--- src/shod_pkg.sv ---
package shod_pkg;

   localparam logic [31:0] FNV_BASIS = 32'h811C_9DC5;
   localparam logic [31:0] FNV_PRIME = 32'h0100_0193;
   localparam logic [31:0] MIX_MUL_A = 32'h85EB_CA6B;
   localparam logic [31:0] MIX_MUL_B = 32'hC2B2_AE35;
   localparam logic [31:0] SALT_PASS = 32'h0000_5C40;
   localparam logic [31:0] SALT_LOSS = 32'h0000_D0FF;

   localparam int          WORD_BYTES  = 4;
   localparam int          MSG_WORDS   = 5;
   localparam int          MSG_BITS    = 32 * MSG_WORDS;
   localparam int          PREFIX_LEN  = WORD_BYTES * MSG_WORDS;
   localparam int          LANE_COUNT  = 2;

   localparam int          THRESH_W    = 10;
   localparam int          QUOT_W      = 23;
   localparam logic [THRESH_W-1:0] DRAW_MOD = 10'd1000;
   // reciprocal of 1000, exact for every 32-bit dividend with a shift of 38
   localparam logic [31:0] DIV_MAGIC   = 32'h1062_4DD3;
   localparam int          DIV_SHIFT   = 38;

   localparam int          CSR_INDEX_W = 8;
   localparam logic [CSR_INDEX_W-1:0] CSR_FAIL_PER_MILLE = 8'd0;
   localparam logic [CSR_INDEX_W-1:0] CSR_LOSS_PER_MILLE = 8'd1;

   typedef struct packed {
      logic       en;
      logic       valid;
   } stage_ctl_type;

   typedef struct packed {
      logic [31:0] success_hash;
      logic [31:0] loss_hash;
      logic        succeeded;
      logic        was_lost;
   } result_type;

endpackage

--- src/shod_fmix_lane.sv ---
module shod_fmix_lane
   import shod_pkg::*;
(
   input  logic                clock,
   input  logic                reset,
   input  stage_ctl_type       in_ctl,
   input  logic [31:0]         in_acc,
   output logic                out_valid,
   output logic [31:0]         out_hash,
   output logic [THRESH_W-1:0] out_rem
);

   logic [3:0]          valid_ff;
   logic [31:0]         m1_ff;
   logic [31:0]         m1_in;
   logic [31:0]         m2_ff;
   logic [31:0]         m2_in;
   logic [31:0]         h3_ff;
   logic [31:0]         h3_in;
   logic [QUOT_W-1:0]   q3_ff;
   logic [QUOT_W-1:0]   q3_in;
   logic [63:0]         prod;
   logic [31:0]         h4_ff;
   logic [THRESH_W-1:0] rem4_ff;
   logic [THRESH_W-1:0] rem4_in;
   logic [THRESH_W-1:0] qk_low;

   always_comb begin
      m1_in  = 32'((in_acc ^ (in_acc >> 16)) * MIX_MUL_A);
      m2_in  = 32'((m1_ff ^ (m1_ff >> 13)) * MIX_MUL_B);
      h3_in  = m2_ff ^ (m2_ff >> 16);
      prod   = 64'(h3_in) * 64'(DIV_MAGIC);
      q3_in  = prod[DIV_SHIFT +: QUOT_W];
      // remainder is below 1000, so only the low ten bits of h - q*1000 matter
      qk_low = THRESH_W'(2 * THRESH_W'(0) + q3_ff[THRESH_W-1:0] * DRAW_MOD);
      rem4_in = h3_ff[THRESH_W-1:0] - qk_low;
   end

   always_ff @(posedge clock) begin
      if (reset) begin
         valid_ff <= '0;
      end else if (in_ctl.en) begin
         valid_ff <= {valid_ff[2:0], in_ctl.valid};
      end
   end

   always_ff @(posedge clock) begin
      if (in_ctl.en) begin
         m1_ff   <= m1_in;
         m2_ff   <= m2_in;
         h3_ff   <= h3_in;
         q3_ff   <= q3_in;
         h4_ff   <= h3_ff;
         rem4_ff <= rem4_in;
      end
   end

   assign out_valid = valid_ff[3];
   assign out_hash  = h4_ff;
   assign out_rem   = rem4_ff;

endmodule

--- config.mk ---
export PLATFORM = sky130hd
export DESIGN_NAME = shod_fmix_lane
export DESIGN_NICKNAME = d
export VERILOG_FILES = /design/src/shod_pkg.sv /design/src/shod_fmix_lane.sv
export SDC_FILE = /design/constraint.sdc
export NUM_CORES = 2
export LEC_CHECK = 0
export ABC_AREA = 1
export BUFFER_PORTS_ARGS = -buffer_cell sky130_fd_sc_hd__buf_4
export CORE_UTILIZATION = 60
export DETAILED_ROUTE_END_ITERATION = 12
export GPL_TIMING_DRIVEN = 0
export PLACE_DENSITY = 0.8
export SLEW_MARGIN = 5
export SYNTH_ARGS = -nofsm -noshare
export SYNTH_HDL_FRONTEND = slang
export SYNTH_SLANG_ARGS = --single-unit
--- constraint.sdc ---
create_clock -name clock -period 6.3 [get_ports clock]
set_input_delay 0.315 -clock clock [delete_from_list [all_inputs] [get_ports clock]]
set_output_delay 0.315 -clock clock [all_outputs]
set_load 0.05 [all_outputs]
==> results by group <==
Run status
  • Status: complete, but fails checks
  • Failing checks: setup timing

Yosys
  • Ys async rst share: 0
  • Mapped Nets: 5244
  • Synth Flop Type: edfxtp_1
  • Syn Inst Count: 3844
  • Unique masters post-synth: 43
  • Main combinational cell family by area after synthesis: adder cells
  • Compound-Gate Fraction of Synth Area: 0.0367
  • Synth Area in Simple Gates: 0.0745
  • Mapped cell area: 36700 µm²
  • Yosys warns: 0
  • Adder-Cell Fraction of Synth Area: 0.603
  • Top post-synthesis cells by area: fa_1, ha_1, inv_1
  • Xor and xnor fraction of the mapped netlist area: 0.0353
  • Seq/Total Area, Yosys: 0.118
  • Post-synthesis mux area share: 0
  • Top cell type's share of synthesized area: 0.369
  • Post-synth top area cell: fa_1
  • Post-synthesis register bit count: 146
  • Post-synth EDFFs: 142
  • Synthesized area per cell: 9.55 µm²

Global routing
  • First-pass GRT wire length: 159000 µm
  • Met3 Use GR: 0.0755
  • M1 GR Usage: 0.402
  • Vias in the first global route: 29500
  • Met2 usage: 0.571
  • Initial antenna violation count: 0
  • Global routing's busiest layer: met2
  • Largest net degree at the start of global routing: 78
  • GRT overflow: 0
  • Global-route usage over all layers: 0.339

CTS
  • CTS sink count: 146
  • Clk buf depth: 2
  • Hold buffer count at cts: 0
  • H-tree Lvls: 4
  • CTS root buffer: clkbuf_16
  • CTS Buf Count: 17
  • TritonCTS clock tree: done
  • CTS clk-pin slew, worst paths: 0.07 ns
  • Clock Latency Late Sink: 0.49 ns

Floorplanning
  • Die area: 62200 µm²
  • Num rows: 90
  • Initial Util: 0.608
  • Die width: 249 µm
  • Core area: 60400 µm²
  • Chip Height: 249 µm
  • # IOs: 79

STA
  • Endpoints failing hold: 0
  • Slew Limit Fails: 0
  • # setup viols final: 14
  • Slew headroom: 0.471
  • Setup WS post-layout: -0.468 ns
  • Period minus WS final: 6.77 ns
  • Slew @ Worst Pin: 0.793 ns
  • Final Cycle Share: 1.07
  • Max Fclk: 148 MHz
  • Clock skew: 0.0118 ns
  • RSZ-0062 raised after global routing: yes

Setup path
  • Crit path kind: reg2reg
  • CP required: 6.55 ns
  • Worst EP arrival: 7.02 ns
  • Slowest stage delay, CP: 0.64 ns
  • CP delay by family, top: adder cells
  • Worst Path Max Fanout: 6
  • Startpoint Class: flip-flop
  • CP bufs+invs: 6
  • Cells along the critical path: buf_4 > ha_1 > fa_1 > fa_2 > inv_1 > fa_1 > inv_1 > fa_1 > fa_2 > fa_2 > inv_1 > fa_1 > inv_1 > ha_4 > nand2_2 > nor2_4 > nand2_2 > nor2_4 > nand4_1 > or2_1 > nand3_2 > nand2_1 > clkinv_1 > nor2_2
  • FF-to-FF setup slack: -0.47 ns
  • WP depth: 24
  • Slowest-stage cell, CP: fa_2
  • Critical path capture point type: flip-flop
  • R2R depth: 24

Placed design
  • Area post-placement: 38400 µm²
  • Post-DP HPWL: 80000 µm
  • IO Port Bufs: 78
  • RePlAce Congestion: 1.00

Drt
  • WL/cell: 22.2 µm
  • DRC Markers: 0
  • DR vias: 27800
  • Drt via density: 5.66
  • Iteration-0 DRC count of the detailed router: 2124
  • DR pass1 iterations: 7
  • Antenna-violating nets left: 0
  • Drt total wl: 109000 µm

Layout
  • Ant diodes: 0
  • Most frequent cells in the layout: inv_1, fa_1, ha_1
  • Utilization after layout: 0.709
  • Leading cell type in the layout, fill and taps excluded: inv_1
  • Layout Nets: 5512
  • Final instance area: 42800 µm²
  • Fillers: 4067
  • Register Area: 4340 µm²
  • Layout cells sized above 1: 0.165
  • Multi-input gate area: 30000 µm²
  • Area delta synth->final: 16.7%

Worst hold path
  • Hold Path Cell Cnt: 2
  • Hold Path Class: in2reg

Flow run
  • Maxcap violations: 0
-- registers in the layout, summed over array words and instances, names as in the netlist --
signal and count:
out_rem 7, m1_ff 32, q3_ff 7, out_hash 32, valid_ff 4, h3_ff 32, m2_ff 32
-- metrics by stage --
step	setup slack, ns	hold slack (ns)	cells	setup TNS, ns
after floorplan	0.0329	0.384	3844	0
after global placement	-1.53	0.401	4704	-30.28
after detailed placement	-1.57	0.406	4706	-26.94
after CTS	-0.195	0.00424	4852	-0.695
after global routing	-0.556	0.0201	4907	-5.89
final	-0.468	0.0270	4907	-3.81
-- synthesized netlist by cell type, drive strengths merged, types with 21 or more instances --
master,number
a21oi,124
edfxtp,142
fa,677
ha,687
inv,1279
nand2,400
nand3,72
nor2,125
nor3,21
o21ai,68
xnor2,67
xor2,81
-- worst paths after layout --
kind,from,endpoint
min reg2reg,h3_ff[20]$_DFFE_PP_,out_hash[20]$_DFFE_PP_
max reg2reg,m2_ff[18]$_DFFE_PP_,q3_ff[1]$_DFFE_PP_
max,m2_ff[18]$_DFFE_PP_,q3_ff[1]$_DFFE_PP_
min,reset,valid_ff[3]$_SDFFE_PP0P_
-- logic make-up after synthesis --
logic type	count (synthesis)
flops	146
compound gates	243
buf+inv	1284
simple gates	659
fa+ha+maj	1364
xor+xnor	148
-- repair_timing --
action,CTS,global route
pin swaps,93,99
buffers inserted,114,56
setup endpoints to repair,31,29
gates resized for setup,262,234
gates cloned,0,0
-- metal layers --
metal / vias to the layer above / wire, µm
li1: 12100 / -
met5: - / 0
met1: 13600 / 38200
met3: 548 / 10200
met4: 0 / 8640
met2: 1506 / 51700
-- final cells by class --
type | instances | area share
Inverter | 1280 | 0.113
Buffer | 4 | 0.000643
Clock inverter | 14 | 0.00377
Clock buffer | 18 | 0.0100
Multi-Input combinational cell | 2414 | 0.700
Tap cell | 782 | 0.0228
Timing Repair Buffer | 249 | 0.0481
Sequential cell | 146 | 0.101
Power is left out: the tool's default activity adds up to more than one toggle a clock period on the data nets, which glitch-free logic cannot reach.
