File: config.mk
export PLATFORM = sky130hd
export DESIGN_NAME = shod_fnv_cell
export DESIGN_NICKNAME = d
export VERILOG_FILES = /design/src/shod_pkg.sv /design/src/shod_fnv_cell.sv
export SDC_FILE = /design/constraint.sdc
export NUM_CORES = 1
export LEC_CHECK = 0
export BUFFER_PORTS_ARGS = -buffer_cell sky130_fd_sc_hd__clkbuf_2
export CAP_MARGIN = 25
export CORE_ASPECT_RATIO = 2
export CORE_MARGIN = 5
export CORE_UTILIZATION = 50
export DETAILED_ROUTE_END_ITERATION = 10
export GPL_TIMING_DRIVEN = 0
export PLACE_DENSITY = 0.75
export SLEW_MARGIN = 10
export SYNTH_ARGS = -nofsm -noshare
export SYNTH_HDL_FRONTEND = slang
export SYNTH_SLANG_ARGS = --single-unit
export TNS_END_PERCENT = 50
File: constraint.sdc
create_clock -name clock -period 6.47 [get_ports clock]
set_input_delay 1.6175 -clock clock [delete_from_list [all_inputs] [get_ports clock]]
set_output_delay 1.6175 -clock clock [all_outputs]
set_load 0.01 [all_outputs]
File: src/shod_pkg.sv
package shod_pkg;

   localparam logic [31:0] FNV_BASIS = 32'h811C_9DC5;
   localparam logic [31:0] FNV_PRIME = 32'h0100_0193;
   localparam logic [31:0] MIX_MUL_A = 32'h85EB_CA6B;
   localparam logic [31:0] MIX_MUL_B = 32'hC2B2_AE35;
   localparam logic [31:0] SALT_PASS = 32'h0000_5C40;
   localparam logic [31:0] SALT_LOSS = 32'h0000_D0FF;

   localparam int          WORD_BYTES  = 4;
   localparam int          MSG_WORDS   = 5;
   localparam int          MSG_BITS    = 32 * MSG_WORDS;
   localparam int          PREFIX_LEN  = WORD_BYTES * MSG_WORDS;
   localparam int          LANE_COUNT  = 2;

   localparam int          THRESH_W    = 10;
   localparam int          QUOT_W      = 23;
   localparam logic [THRESH_W-1:0] DRAW_MOD = 10'd1000;
   // reciprocal of 1000, exact for every 32-bit dividend with a shift of 38
   localparam logic [31:0] DIV_MAGIC   = 32'h1062_4DD3;
   localparam int          DIV_SHIFT   = 38;

   localparam int          CSR_INDEX_W = 8;
   localparam logic [CSR_INDEX_W-1:0] CSR_FAIL_PER_MILLE = 8'd0;
   localparam logic [CSR_INDEX_W-1:0] CSR_LOSS_PER_MILLE = 8'd1;

   typedef struct packed {
      logic       en;
      logic       valid;
   } stage_ctl_type;

   typedef struct packed {
      logic [31:0] success_hash;
      logic [31:0] loss_hash;
      logic        succeeded;
      logic        was_lost;
   } result_type;

endpackage

File: src/shod_fnv_cell.sv
module shod_fnv_cell
   import shod_pkg::*;
#(
   parameter int MSG_W = 32
) (
   input  logic             clock,
   input  logic             reset,
   input  stage_ctl_type    in_ctl,
   input  logic [31:0]      in_acc,
   input  logic [MSG_W-1:0] in_msg,
   output logic             out_valid,
   output logic [31:0]      out_acc,
   output logic [MSG_W-1:0] out_msg
);

   logic             valid_ff;
   logic [31:0]      acc_ff;
   logic [31:0]      acc_in;
   logic [MSG_W-1:0] msg_ff;
   logic [MSG_W-1:0] msg_in;

   // one fnv-1a byte step on the low byte, the rest moves on to the neighbor
   always_comb begin
      acc_in = 32'((in_acc ^ {24'd0, in_msg[7:0]}) * FNV_PRIME);
      msg_in = in_msg >> 8;
   end

   always_ff @(posedge clock) begin
      if (reset) begin
         valid_ff <= 1'b0;
      end else if (in_ctl.en) begin
         valid_ff <= in_ctl.valid;
      end
   end

   always_ff @(posedge clock) begin
      if (in_ctl.en) begin
         acc_ff <= acc_in;
         msg_ff <= msg_in;
      end
   end

   assign out_valid = valid_ff;
   assign out_acc   = acc_ff;
   assign out_msg   = msg_ff;

endmodule

==> impl_results.html, run 1 <==
<table>
<tr><th>Metric</th><th>Value</th></tr>
<tr><th colspan="2">Drt</th></tr>
<tr><td>Iter 0 DRT Violations</td><td>200</td></tr>
<tr><td>Length of the first detailed-routing pass in iterations</td><td>4</td></tr>
<tr><td>Via-per-instance ratio</td><td>5.109</td></tr>
<tr><td>Detailed-route wire length per cell</td><td>15.54 µm</td></tr>
<tr><td>Remaining antenna violation count</td><td>0</td></tr>
<tr><td>Residual DRC count</td><td>0</td></tr>
<tr><td>Final WL</td><td>16.40 mm</td></tr>
<tr><td>Vias after detailed routing</td><td>5390</td></tr>
<tr><th colspan="2">STA</th></tr>
<tr><td>Setup repair after global routing missed its margin</td><td>true</td></tr>
<tr><td>Achievable frequency</td><td>157.8 MHz</td></tr>
<tr><td>Endpoints failing setup</td><td>0</td></tr>
<tr><td>Min Clock Period, post-route</td><td>6.339 ns</td></tr>
<tr><td>Worst-case clock skew</td><td>0 ns</td></tr>
<tr><td>Post-route clock period utilization</td><td>0.9797</td></tr>
<tr><td>Max Slew Vio Count</td><td>0</td></tr>
<tr><td>Endpoints failing hold</td><td>0</td></tr>
<tr><td>Least-Margin Pin Slew</td><td>0.7582 ns</td></tr>
<tr><td>Normalized max-slew margin</td><td>0.4945</td></tr>
<tr><th colspan="2">Clock network</th></tr>
<tr><td>Num Clock Sinks</td><td>57</td></tr>
<tr><td>Clock Latency Late Sink</td><td>0.31 ns</td></tr>
<tr><td>Clock slew seen by the registers of the worst setup and hold paths</td><td>0.05 ns</td></tr>
<tr><td>Maximum clock path buffer count</td><td>2</td></tr>
<tr><td>Clk root buf</td><td>sky130_fd_sc_hd__clkbuf_16</td></tr>
<tr><td>Number of buffers added by the clock tree synthesis step</td><td>9</td></tr>
<tr><td>Depth of the CTS H-tree</td><td>3</td></tr>
<tr><td>Clock tree from TritonCTS</td><td>built</td></tr>
<tr><td>Number of hold buffers added after CTS</td><td>0</td></tr>
<tr><th colspan="2">Cells and area</th></tr>
<tr><td>Final net count</td><td>1178</td></tr>
<tr><td>Layout Utilization</td><td>0.6084</td></tr>
<tr><td>Number of antenna repair diodes</td><td>0</td></tr>
<tr><td>Layout overhead on the synthesized area</td><td>20.65%</td></tr>
<tr><td>Post-route cell area</td><td>approximately 9300 µm²</td></tr>
<tr><td>Fraction of layout cells with a size suffix above 1</td><td>0.2345</td></tr>
<tr><th colspan="2">Critical path</th></tr>
<tr><td>Endpoint class of the critical path</td><td>flop</td></tr>
<tr><td>Arr. time, crit path</td><td>6.41 ns</td></tr>
<tr><td>Required time at the endpoint of the critical path</td><td>6.54 ns</td></tr>
<tr><td>Worst flop-to-flop path startpoint</td><td>out_valid$_SDFFE_PP0P_</td></tr>
<tr><td>Worst setup path endpoint</td><td>out_acc[28]$_DFFE_PP_</td></tr>
<tr><td>Largest driver fanout on the critical path</td><td>4</td></tr>
<tr><td>Reg2reg path depth</td><td>2</td></tr>
<tr><td>Reg2Reg Setup Slack</td><td>5.89 ns</td></tr>
<tr><td>Startpoint-to-endpoint class of the critical path</td><td>input pin to flop</td></tr>
<tr><td>Origin of the worst setup path</td><td>in_msg[1]</td></tr>
<tr><td>Capture instance of the worst register-to-register path</td><td>out_valid$_SDFFE_PP0P_</td></tr>
<tr><td>Element type at the critical path start</td><td>input pin</td></tr>
<tr><th colspan="2">Placement</th></tr>
<tr><td>Count of buffers inserted at the top-level ports</td><td>124</td></tr>
<tr><td>Detail Placement HPWL</td><td>14.52 mm</td></tr>
<tr><td>Placement Cell Area</td><td>8569 µm²</td></tr>
<tr><td>GPL Wtd Cong</td><td>0.8851</td></tr>
<tr><th colspan="2">Die</th></tr>
<tr><td>Starting density of the core</td><td>0.5043</td></tr>
<tr><td>Die X-Extent</td><td>97.59 µm</td></tr>
<tr><td>Number of core rows</td><td>64</td></tr>
<tr><td>Die Y-Extent</td><td>roughly 190 µm</td></tr>
<tr><td>Core outline area</td><td>15210 µm²</td></tr>
<tr><td>Ports placed on the boundary</td><td>between 100 and 150</td></tr>
<tr><td>Area enclosed by the die boundary</td><td>about 18000 µm²</td></tr>
<tr><th colspan="2">Global route</th></tr>
<tr><td>Number of antenna violations at the first check in global routing</td><td>0</td></tr>
<tr><td>Largest net degree at the start of global routing</td><td>58</td></tr>
<tr><td>Via count of the first global-routing pass</td><td>roughly 5600</td></tr>
<tr><td>Global route overflow</td><td>0</td></tr>
<tr><td>GRT Resource Usage Total</td><td>0.1848</td></tr>
<tr><td>Global-route wire length before repair</td><td>26.30 mm</td></tr>
<tr><th colspan="2">Outcome</th></tr>
<tr><td>Run status</td><td>finished clean</td></tr>
<tr><th colspan="2">Logic synthesis</th></tr>
<tr><td>Dominant combinational cell family by area after synthesis</td><td>adder cells</td></tr>
<tr><td>Post-synthesis cell type count</td><td>55</td></tr>
<tr><td>Share of flip-flops with an asynchronous set or reset</td><td>0</td></tr>
<tr><td>Number of flops mapped to enable cells by yosys</td><td>between 50 and 60</td></tr>
<tr><td>Sequential-to-total area share from yosys stat</td><td>0.2218</td></tr>
<tr><td>Synthesis-stage register bit count</td><td>57</td></tr>
<tr><td>Post-synthesis xor/xnor area fraction</td><td>0.06148</td></tr>
<tr><td>Count of synthesis-stage warnings from yosys</td><td>0</td></tr>
<tr><td>Share of the synthesized area in compound gates (AO/OA/AOI/OAI)</td><td>0.08692</td></tr>
<tr><td>Fraction of the mapped netlist area in adder cells</td><td>0.4932</td></tr>
<tr><td>Most frequent cell after synthesis</td><td>sky130_fd_sc_hd__ha_1</td></tr>
<tr><td>Most frequent cells after synthesis</td><td>sky130_fd_sc_hd__ha_1 (184), sky130_fd_sc_hd__inv_1 (173), sky130_fd_sc_hd__fa_1 (74), sky130_fd_sc_hd__edfxtp_1 (56), sky130_fd_sc_hd__xnor2_1 (30)</td></tr>
<tr><td>Post-synthesis cell type with the largest combined area</td><td>sky130_fd_sc_hd__ha_1</td></tr>
<tr><td>Cell area after synthesis</td><td>7672 µm²</td></tr>
<tr><td>Largest cells by area after synthesis</td><td>sky130_fd_sc_hd__ha_1 (30%), sky130_fd_sc_hd__edfxtp_1 (22%), sky130_fd_sc_hd__fa_1 (19%)</td></tr>
<tr><td>Proportion of synthesized area in mux cells</td><td>0.002772</td></tr>
<tr><td>Share of synthesized cell area in and, or, nand and nor gates</td><td>0.03832</td></tr>
<tr><td>Post-synthesis instance total</td><td>~700</td></tr>
<tr><td>Commonest register cell after synthesis</td><td>sky130_fd_sc_hd__edfxtp_1</td></tr>
<tr><td>Share of the synthesized area in the top cell type</td><td>0.3001</td></tr>
<tr><td>Average footprint of a synthesized cell</td><td>10.98 µm²</td></tr>
<tr><th colspan="2">Run</th></tr>
<tr><td># Max-Cap Violations</td><td>0</td></tr>
<tr><th colspan="2">Hold path</th></tr>
<tr><td>Type of the worst min-delay path</td><td>flop to flop</td></tr>
</table>
[state kept, by name, indices dropped and copies added (netlist names)]
signal     count
out_msg       24
out_acc       32
out_valid      1
[worst max-delay path, stage by stage]
cell and delay (ns):
sky130_fd_sc_hd__clkbuf_2 0.12, sky130_fd_sc_hd__xor2_4 0.26, sky130_fd_sc_hd__ha_1 0.28, sky130_fd_sc_hd__ha_1 0.24, sky130_fd_sc_hd__fa_1 0.47, sky130_fd_sc_hd__ha_1 0.22, sky130_fd_sc_hd__fa_1 0.48, sky130_fd_sc_hd__ha_1 0.30
sky130_fd_sc_hd__inv_1 0.05, sky130_fd_sc_hd__fa_1 0.53, sky130_fd_sc_hd__inv_1 0.04, sky130_fd_sc_hd__ha_1 0.34, sky130_fd_sc_hd__and3_2 0.27, sky130_fd_sc_hd__and3_1 0.20, sky130_fd_sc_hd__a41o_1 0.24, sky130_fd_sc_hd__o21ai_2 0.18
sky130_fd_sc_hd__a41oi_2 0.21, sky130_fd_sc_hd__a211oi_2 0.27, sky130_fd_sc_hd__xnor2_1 0.09
[stage by stage]
stage | hold WS (ns) | TNS, ns | worst slack, ns | std cells
6_report | 0.4963 | 0 | 0.1312 | 1055
5_1_grt | 0.5566 | -0.07516 | -0.03881 | 1055
4_1_cts | 0.5031 | 0 | 0.007047 | 1044
3_5_place_dp | 0.4927 | -9.389 | -0.7747 | 1028
3_3_place_gp | 0.4789 | -7.737 | -0.6650 | 1028
2_1_floorplan | 0.5279 | 0 | 0.1970 | 706
[placed cells by master, fill, tap and decap left out, types with 4 or more instances in the layout]
master                        n
sky130_fd_sc_hd__nand3_1      6
sky130_fd_sc_hd__nor2_1      10
sky130_fd_sc_hd__o21ai_0      7
sky130_fd_sc_hd__clkbuf_2   123
sky130_fd_sc_hd__inv_1      173
sky130_fd_sc_hd__buf_4       20
sky130_fd_sc_hd__nand4_1      4
sky130_fd_sc_hd__xor2_4      10
sky130_fd_sc_hd__nor3_1      10
sky130_fd_sc_hd__clkbuf_16    9
sky130_fd_sc_hd__nand2_1     12
sky130_fd_sc_hd__fa_1        74
sky130_fd_sc_hd__edfxtp_1    56
sky130_fd_sc_hd__xor2_1      10
sky130_fd_sc_hd__conb_1       8
sky130_fd_sc_hd__ha_1       179
sky130_fd_sc_hd__o21bai_1     4
sky130_fd_sc_hd__o21a_1       4
sky130_fd_sc_hd__a21oi_1     22
sky130_fd_sc_hd__nand2b_1     4
sky130_fd_sc_hd__o21ai_1      4
sky130_fd_sc_hd__xnor2_1     30
sky130_fd_sc_hd__a21o_1      15
sky130_fd_sc_hd__ha_2         4
[final cells by class]
cell class / count / area, µm²
Buffer: 12 / 76.32
Clock buffer: 9 / 225.2
Clock inverter: 7 / 118.9
Fill cell: 1293 / 5958
Inverter: 173 / 649.4
Multi-Input combinational cell: 463 / 5524
Sequential cell: 57 / 1702
Tap cell: 198 / 247.7
Timing Repair Buffer: 136 / 713.2
[logic make-up (layout without fill, tap and decap cells)]
family / Yosys count / count (layout)
muxes: 2 / 2
buffers and inverters: 186 / 337
and+or+nand+nor: 57 / 57
xor gates and xnor gates: 53 / 53
adders and majority gates: 258 / 258
DFF: 57 / 57
other: 1 / 8
AOI/OAI and AO/OA: 85 / 85
[how the worst min path moves through the flow]
stage                                 from                endpoint  slack (ns)  cells past startpoint
floorplan           out_valid$_SDFFE_PP0P_  out_valid$_SDFFE_PP0P_        0.53                      2
global placement    out_valid$_SDFFE_PP0P_  out_valid$_SDFFE_PP0P_        0.48                      2
detailed placement  out_valid$_SDFFE_PP0P_  out_valid$_SDFFE_PP0P_        0.49                      2
CTS                 out_valid$_SDFFE_PP0P_  out_valid$_SDFFE_PP0P_        0.50                      2
global route        out_valid$_SDFFE_PP0P_  out_valid$_SDFFE_PP0P_        0.56                      2
finish              out_valid$_SDFFE_PP0P_  out_valid$_SDFFE_PP0P_        0.50                      2
[timing repair]
| item | 4_1_cts | 5_1_grt |
|---|---|---|
| setup endpoints to repair | 16 | 10 |
| setup buffers | 0 | 12 |
| resized for setup | 17 | 16 |
| pin swaps | 0 | 11 |
[per-layer routing]
layer / vias to the layer above / wire length, µm / global-route usage
li1: 2613 / - / -
met1: 2566 / 5893 / 0.1958
met2: 170 / 8850 / 0.3497
met3: 41 / 619 / 0.01395
met4: 0 / 1036 / 0.1154
met5: - / 0 / 0
Power of run 1 is not shown: default switching activity piles up to over one toggle a cycle in this logic, so the estimate is an artifact.
==> inputs of run 2 (changes only) <==
CORE_ASPECT_RATIO = 0.6   (was 2)
==> impl_results.html, run 2 (synthesis results as in run 1) <==
<table>
<tr><th>Metric</th><th>Value</th></tr>
<tr><th colspan="2">Outcome</th></tr>
<tr><td>Run status</td><td>finished clean</td></tr>
<tr><th colspan="2">Critical path</th></tr>
<tr><td>Cell at the slowest stage of the critical path</td><td>sky130_fd_sc_hd__fa_1</td></tr>
<tr><td>Largest driver fanout on the critical path</td><td>4</td></tr>
<tr><td>Most used cell, CP</td><td>sky130_fd_sc_hd__fa_1</td></tr>
<tr><td>Startpoint-to-endpoint class of the critical path</td><td>input pin to flop</td></tr>
<tr><td>Worst stage delay on the critical path</td><td>0.52 ns</td></tr>
<tr><td>Element type at the critical path start</td><td>input pin</td></tr>
<tr><td>Arr. time, crit path</td><td>6.43 ns</td></tr>
<tr><td>Required time at the endpoint of the critical path</td><td>between 6 and 7 ns</td></tr>
<tr><td>Critical Path, Cell by Cell</td><td>clkbuf_2 &gt; xor2_4 &gt; ha_2 &gt; ha_2 &gt; fa_1 &gt; ha_1 &gt; fa_1 &gt; ha_1 &gt; inv_1 &gt; fa_1 &gt; inv_1 &gt; ha_4 &gt; and3_2 &gt; and3_1 &gt; and3_1 &gt; o21a_1 &gt; o31ai_4 &gt; o21ai_2 &gt; xor2_1</td></tr>
<tr><td>Endpoint class of the critical path</td><td>flop</td></tr>
<tr><th colspan="2">STA</th></tr>
<tr><td>Least-Margin Pin Slew</td><td>0.8089 ns</td></tr>
<tr><td>Normalized max-slew margin</td><td>0.4607</td></tr>
<tr><td>Min Clock Period, post-route</td><td>6.354 ns</td></tr>
<tr><td>Max Slew Vio Count</td><td>0</td></tr>
<tr><td>Endpoints failing setup</td><td>0</td></tr>
<tr><td>Post-route clock period utilization</td><td>0.9821</td></tr>
<tr><td>Worst-case clock skew</td><td>0 ns</td></tr>
<tr><td>Achievable frequency</td><td>157.4 MHz</td></tr>
<tr><td>Endpoints failing hold</td><td>0</td></tr>
<tr><th colspan="2">Cells and area</th></tr>
<tr><td>Commonest non-fill, non-tap cell in the layout</td><td>sky130_fd_sc_hd__ha_1</td></tr>
<tr><td>Number of antenna repair diodes</td><td>0</td></tr>
<tr><td>Max reg flops</td><td>32</td></tr>
<tr><td>Commonest cells after routing, fill and taps aside</td><td>sky130_fd_sc_hd__ha_1 (177), sky130_fd_sc_hd__inv_1 (173), sky130_fd_sc_hd__clkbuf_2 (123), sky130_fd_sc_hd__fa_1 (74), sky130_fd_sc_hd__edfxtp_1 (56)</td></tr>
<tr><td>Fraction of layout cells with a size suffix above 1</td><td>0.2395</td></tr>
<tr><td>Layout overhead on the synthesized area</td><td>21.04%</td></tr>
<tr><td>Layout Utilization</td><td>0.6111</td></tr>
<tr><td>Post-route cell area</td><td>around 9300 µm²</td></tr>
<tr><td>Finished Layout Cells</td><td>1059</td></tr>
<tr><td>Final net count</td><td>1177</td></tr>
<tr><th colspan="2">Die</th></tr>
<tr><td>Area enclosed by the die boundary</td><td>18000 µm²</td></tr>
<tr><td>Core outline area</td><td>15200 µm²</td></tr>
<tr><td>Die Y-Extent</td><td>106.0 µm</td></tr>
<tr><td>Starting density of the core</td><td>0.5049</td></tr>
<tr><td>Ports placed on the boundary</td><td>~130</td></tr>
<tr><td>Die X-Extent</td><td>169.9 µm</td></tr>
<tr><td>Number of core rows</td><td>35</td></tr>
<tr><th colspan="2">Hold path</th></tr>
<tr><td>Type of the worst min-delay path</td><td>flop to flop</td></tr>
<tr><th colspan="2">Drt</th></tr>
<tr><td>Residual DRC count</td><td>0</td></tr>
<tr><td>Vias after detailed routing</td><td>5413</td></tr>
<tr><td>Iter 0 DRT Violations</td><td>288</td></tr>
<tr><td>Final WL</td><td>~17 mm</td></tr>
<tr><td>Detailed-route wire length per cell</td><td>16.50 µm</td></tr>
<tr><td>Via-per-instance ratio</td><td>between 5 and 6</td></tr>
<tr><td>Remaining antenna violation count</td><td>0</td></tr>
<tr><td>Length of the first detailed-routing pass in iterations</td><td>5</td></tr>
<tr><th colspan="2">Placement</th></tr>
<tr><td>Count of buffers inserted at the top-level ports</td><td>roughly 120</td></tr>
<tr><td>Placed instance count</td><td>1033</td></tr>
<tr><td>GPL Wtd Cong</td><td>approximately 0.87</td></tr>
<tr><td>Placement Cell Area</td><td>8576 µm²</td></tr>
<tr><td>Detail Placement HPWL</td><td>14.59 mm</td></tr>
<tr><th colspan="2">Clock network</th></tr>
<tr><td>Clock Latency Late Sink</td><td>around 0.32 ns</td></tr>
<tr><td>Num Clock Sinks</td><td>57</td></tr>
<tr><td>Clock slew seen by the registers of the worst setup and hold paths</td><td>approximately 0.060 ns</td></tr>
<tr><td>Clock tree from TritonCTS</td><td>built</td></tr>
<tr><td>Depth of the CTS H-tree</td><td>3</td></tr>
<tr><td>Maximum clock path buffer count</td><td>2</td></tr>
<tr><td>Number of hold buffers added after CTS</td><td>0</td></tr>
<tr><td>Clk root buf</td><td>sky130_fd_sc_hd__clkbuf_16</td></tr>
<tr><td>Number of buffers added by the clock tree synthesis step</td><td>9</td></tr>
<tr><th colspan="2">Global route</th></tr>
<tr><td>GRT Resource Usage Total</td><td>0.1998</td></tr>
<tr><td>Number of antenna violations at the first check in global routing</td><td>2</td></tr>
<tr><td>Largest net degree at the start of global routing</td><td>58</td></tr>
<tr><td>Via count of the first global-routing pass</td><td>around 5600</td></tr>
<tr><td>Global-route wire length before repair</td><td>28.54 mm</td></tr>
<tr><td>Global route overflow</td><td>0</td></tr>
<tr><th colspan="2">Run</th></tr>
<tr><td># Max-Cap Violations</td><td>0</td></tr>
</table>
-- run 2: worst paths after layout --
| path | start | end | slack [ns] | cells after the start |
|---|---|---|---|---|
| min reg2reg | out_valid$_SDFFE_PP0P_ | out_valid$_SDFFE_PP0P_ | 0.51 | 2 |
| max | in_acc[2] | out_acc[30]$_DFFE_PP_ | 0.12 | 19 |
| min | out_valid$_SDFFE_PP0P_ | out_valid$_SDFFE_PP0P_ | 0.51 | 2 |
| max reg2reg | out_valid$_SDFFE_PP0P_ | out_valid$_SDFFE_PP0P_ | 5.88 | 2 |
-- run 2: layout make-up --
class,instances,area [µm²]
Fill cell,1253,5909
Inverter,173,649.4
Tap cell,203,254.0
Clock inverter,7,102.6
Sequential cell,57,1702
Clock buffer,9,225.2
Buffer,12,78.83
Timing Repair Buffer,135,705.7
Multi-Input combinational cell,463,5569
-- run 2: stage by stage --
step	TNS (ns)	setup slack (ns)	hold WS, ns
floorplan	0	0.1970	0.5279
global placement	-6.688	-0.6996	0.4754
detailed placement	-7.647	-0.7500	0.4957
CTS	-0.02280	-0.02280	0.5134
global route	-0.03414	-0.01738	0.5421
finish	0	0.1155	0.5092
-- run 2: worst max-delay path, delay by kind of cell --
kind	cells	cell delay, ns
AOI/OAI and AO/OA	3	0.70
xor gates and xnor gates	2	0.38
adders and majority gates	8	2.75
buffers and inverters	3	0.25
and+or+nand+nor	3	0.69
-- run 2: metal layers --
| layer | wire (µm) | vias up | track usage |
|---|---|---|---|
| li1 | - | 2609 | - |
| met1 | 8577 | 2624 | 0.3020 |
| met2 | 7314 | 156 | 0.2960 |
| met3 | 1429 | 20 | 0.05834 |
| met4 | 121 | 4 | 0.01823 |
| met5 | 34 | - | 0 |
-- run 2: timing repair --
action	CTS	global route
resized for setup	11	28
endpoints found under the setup margin	13	13
pin swaps	0	9
setup buffers	0	11
Power of run 2 is left out for the same reason.
==> inputs of run 3 (changes only) <==
==> constraint.sdc (replaced) <==
create_clock -name clock -period 6.47 [get_ports clock]
set_input_delay 1.294 -clock clock [delete_from_list [all_inputs] [get_ports clock]]
set_output_delay 1.294 -clock clock [all_outputs]
set_load 0.1 [all_outputs]
==> impl_results.html, run 3 (synthesis results as in run 1) <==
<table>
<tr><th>Metric</th><th>Value</th></tr>
<tr><th colspan="2">Drt</th></tr>
<tr><td>Remaining antenna violation count</td><td>0</td></tr>
<tr><td>Iter 0 DRT Violations</td><td>253</td></tr>
<tr><td>Final WL</td><td>17.05 mm</td></tr>
<tr><td>Residual DRC count</td><td>0</td></tr>
<tr><td>Detailed-route wire length per cell</td><td>around 16 µm</td></tr>
<tr><td>Length of the first detailed-routing pass in iterations</td><td>5</td></tr>
<tr><td>Vias after detailed routing</td><td>around 5300</td></tr>
<tr><td>Via-per-instance ratio</td><td>5.092</td></tr>
<tr><th colspan="2">Critical path</th></tr>
<tr><td>Required time at the endpoint of the critical path</td><td>between 6 and 7 ns</td></tr>
<tr><td>Startpoint-to-endpoint class of the critical path</td><td>input pin to flop</td></tr>
<tr><td>Largest driver fanout on the critical path</td><td>4</td></tr>
<tr><td>Arr. time, crit path</td><td>6.40 ns</td></tr>
<tr><td>Element type at the critical path start</td><td>input pin</td></tr>
<tr><td>Endpoint class of the critical path</td><td>flop</td></tr>
<tr><th colspan="2">Clock network</th></tr>
<tr><td>Depth of the CTS H-tree</td><td>3</td></tr>
<tr><td>Clk root buf</td><td>sky130_fd_sc_hd__clkbuf_16</td></tr>
<tr><td>Post-cts gate resize count</td><td>4</td></tr>
<tr><td>Maximum clock path buffer count</td><td>2</td></tr>
<tr><td>Clock slew seen by the registers of the worst setup and hold paths</td><td>0.06 ns</td></tr>
<tr><td>Clock Latency Late Sink</td><td>around 0.32 ns</td></tr>
<tr><td>Number of buffers added by the clock tree synthesis step</td><td>9</td></tr>
<tr><td>Num Clock Sinks</td><td>57</td></tr>
<tr><td>Clock tree from TritonCTS</td><td>built</td></tr>
<tr><td>Post-CTS repair timing setup buffer count</td><td>0</td></tr>
<tr><td>Number of hold buffers added after CTS</td><td>0</td></tr>
<tr><th colspan="2">Run</th></tr>
<tr><td># Max-Cap Violations</td><td>0</td></tr>
<tr><th colspan="2">Cells and area</th></tr>
<tr><td>Count of fill cells added during filler insertion</td><td>1311</td></tr>
<tr><td>Number of antenna repair diodes</td><td>0</td></tr>
<tr><td>Commonest non-fill, non-tap cell in the layout</td><td>sky130_fd_sc_hd__ha_1</td></tr>
<tr><td>Layout overhead on the synthesized area</td><td>17.12%</td></tr>
<tr><td>Final net count</td><td>between 1000 and 1500</td></tr>
<tr><td>Max reg flops</td><td>32</td></tr>
<tr><td>Commonest cells after routing, fill and taps aside</td><td>sky130_fd_sc_hd__ha_1 (184), sky130_fd_sc_hd__inv_1 (173), sky130_fd_sc_hd__clkbuf_2 (123), sky130_fd_sc_hd__fa_1 (74), sky130_fd_sc_hd__edfxtp_1 (56)</td></tr>
<tr><td>Fraction of layout cells with a size suffix above 1</td><td>0.2080</td></tr>
<tr><th colspan="2">STA</th></tr>
<tr><td>Setup repair after global routing missed its margin</td><td>false</td></tr>
<tr><td>Max Slew Vio Count</td><td>0</td></tr>
<tr><td>Setup TNS after final layout</td><td>0 ns</td></tr>
<tr><td>Post-route clock period utilization</td><td>0.9780</td></tr>
<tr><td>Min Clock Period, post-route</td><td>6.328 ns</td></tr>
<tr><td>Least-Margin Pin Slew</td><td>0.8115 ns</td></tr>
<tr><td>Normalized max-slew margin</td><td>0.4590</td></tr>
<tr><td>Worst-case clock skew</td><td>0 ns</td></tr>
<tr><td>Endpoints failing hold</td><td>0</td></tr>
<tr><td>Achievable frequency</td><td>158.0 MHz</td></tr>
<tr><td>Endpoints failing setup</td><td>0</td></tr>
<tr><th colspan="2">Die</th></tr>
<tr><td>Die X-Extent</td><td>169.9 µm</td></tr>
<tr><td>Ports placed on the boundary</td><td>133</td></tr>
<tr><td>Core outline area</td><td>15200 µm²</td></tr>
<tr><td>Number of core rows</td><td>35</td></tr>
<tr><td>Die Y-Extent</td><td>106.0 µm</td></tr>
<tr><td>Starting density of the core</td><td>0.5049</td></tr>
<tr><td>Area enclosed by the die boundary</td><td>18000 µm²</td></tr>
<tr><th colspan="2">Global route</th></tr>
<tr><td>Number of antenna violations at the first check in global routing</td><td>2</td></tr>
<tr><td>Global-route wire length before repair</td><td>between 20 and 30 mm</td></tr>
<tr><td>GRT Resource Usage Total</td><td>0.1992</td></tr>
<tr><td>Via count of the first global-routing pass</td><td>5596</td></tr>
<tr><td>Largest net degree at the start of global routing</td><td>slightly below 60</td></tr>
<tr><td>Global route overflow</td><td>0</td></tr>
<tr><th colspan="2">Hold path</th></tr>
<tr><td>Type of the worst min-delay path</td><td>flop to flop</td></tr>
<tr><th colspan="2">Placement</th></tr>
<tr><td>GPL Wtd Cong</td><td>0.8707</td></tr>
<tr><td>Count of buffers inserted at the top-level ports</td><td>around 120</td></tr>
<tr><td>Detail Placement HPWL</td><td>14.59 mm</td></tr>
<tr><th colspan="2">Outcome</th></tr>
<tr><td>Run status</td><td>finished clean</td></tr>
</table>
-- run 3: path summary, 6_finish.rpt --
kind	start	endpoint	slack, ns	depth (start not counted)
setup reg to reg	out_valid$_SDFFE_PP0P_	out_valid$_SDFFE_PP0P_	5.87	2
setup / recovery	in_msg[2]	out_acc[30]$_DFFE_PP_	0.14	19
hold / removal	out_valid$_SDFFE_PP0P_	out_valid$_SDFFE_PP0P_	0.51	2
hold reg to reg	out_valid$_SDFFE_PP0P_	out_valid$_SDFFE_PP0P_	0.51	2
-- run 3: final cells by class --
class                           count  area [µm²]  share of cell area
Multi-Input combinational cell    463        5350              0.5954
Sequential cell                    57        1702              0.1894
Inverter                          173       649.4             0.07226
Timing Repair Buffer              124       623.1             0.06934
Tap cell                          203       254.0             0.02827
Clock buffer                        9       225.2             0.02506
Clock inverter                      7       102.6             0.01142
Buffer                             13       80.08            0.008911
-- run 3: metal layers --
metal / routed length [µm] / track usage
met1: 8595 / 0.3008
met2: 6992 / 0.2926
met3: 1382 / 0.06057
met4: 43 / 0.01994
met5: 34 / 0
-- run 3: worst max-delay path, stage by stage --
cell,delay (ns)
sky130_fd_sc_hd__clkbuf_2,0.16
sky130_fd_sc_hd__xor2_4,0.30
sky130_fd_sc_hd__ha_1,0.29
sky130_fd_sc_hd__ha_1,0.24
sky130_fd_sc_hd__fa_1,0.48
sky130_fd_sc_hd__ha_1,0.21
sky130_fd_sc_hd__fa_1,0.51
sky130_fd_sc_hd__ha_1,0.29
sky130_fd_sc_hd__inv_1,0.05
sky130_fd_sc_hd__fa_1,0.52
sky130_fd_sc_hd__inv_1,0.04
sky130_fd_sc_hd__ha_1,0.34
sky130_fd_sc_hd__and3_2,0.26
sky130_fd_sc_hd__and3_1,0.20
sky130_fd_sc_hd__a41o_1,0.27
sky130_fd_sc_hd__o21a_1,0.21
sky130_fd_sc_hd__o31ai_2,0.43
sky130_fd_sc_hd__o21ai_1,0.13
sky130_fd_sc_hd__xor2_1,0.16
-- run 3: through the flow --
step | worst slack (ns) | area, µm² | util | hold WS (ns) | instances
final | 0.1424 | 8986 | 0.5914 | 0.5093 | 1049
after global routing | 0.002778 | 8986 | 0.5914 | 0.5421 | 1049
after CTS | 0.1177 | 8934 | 0.5879 | 0.5134 | 1049
after detailed placement | -0.4265 | 8576 | 0.5643 | 0.4957 | 1033
after global placement | -0.3761 | 8573 | 0.5642 | 0.4754 | 1033
after floorplan | 0.5205 | 7699 | - | 0.9705 | 706
Power of run 3 is left out for the same reason.
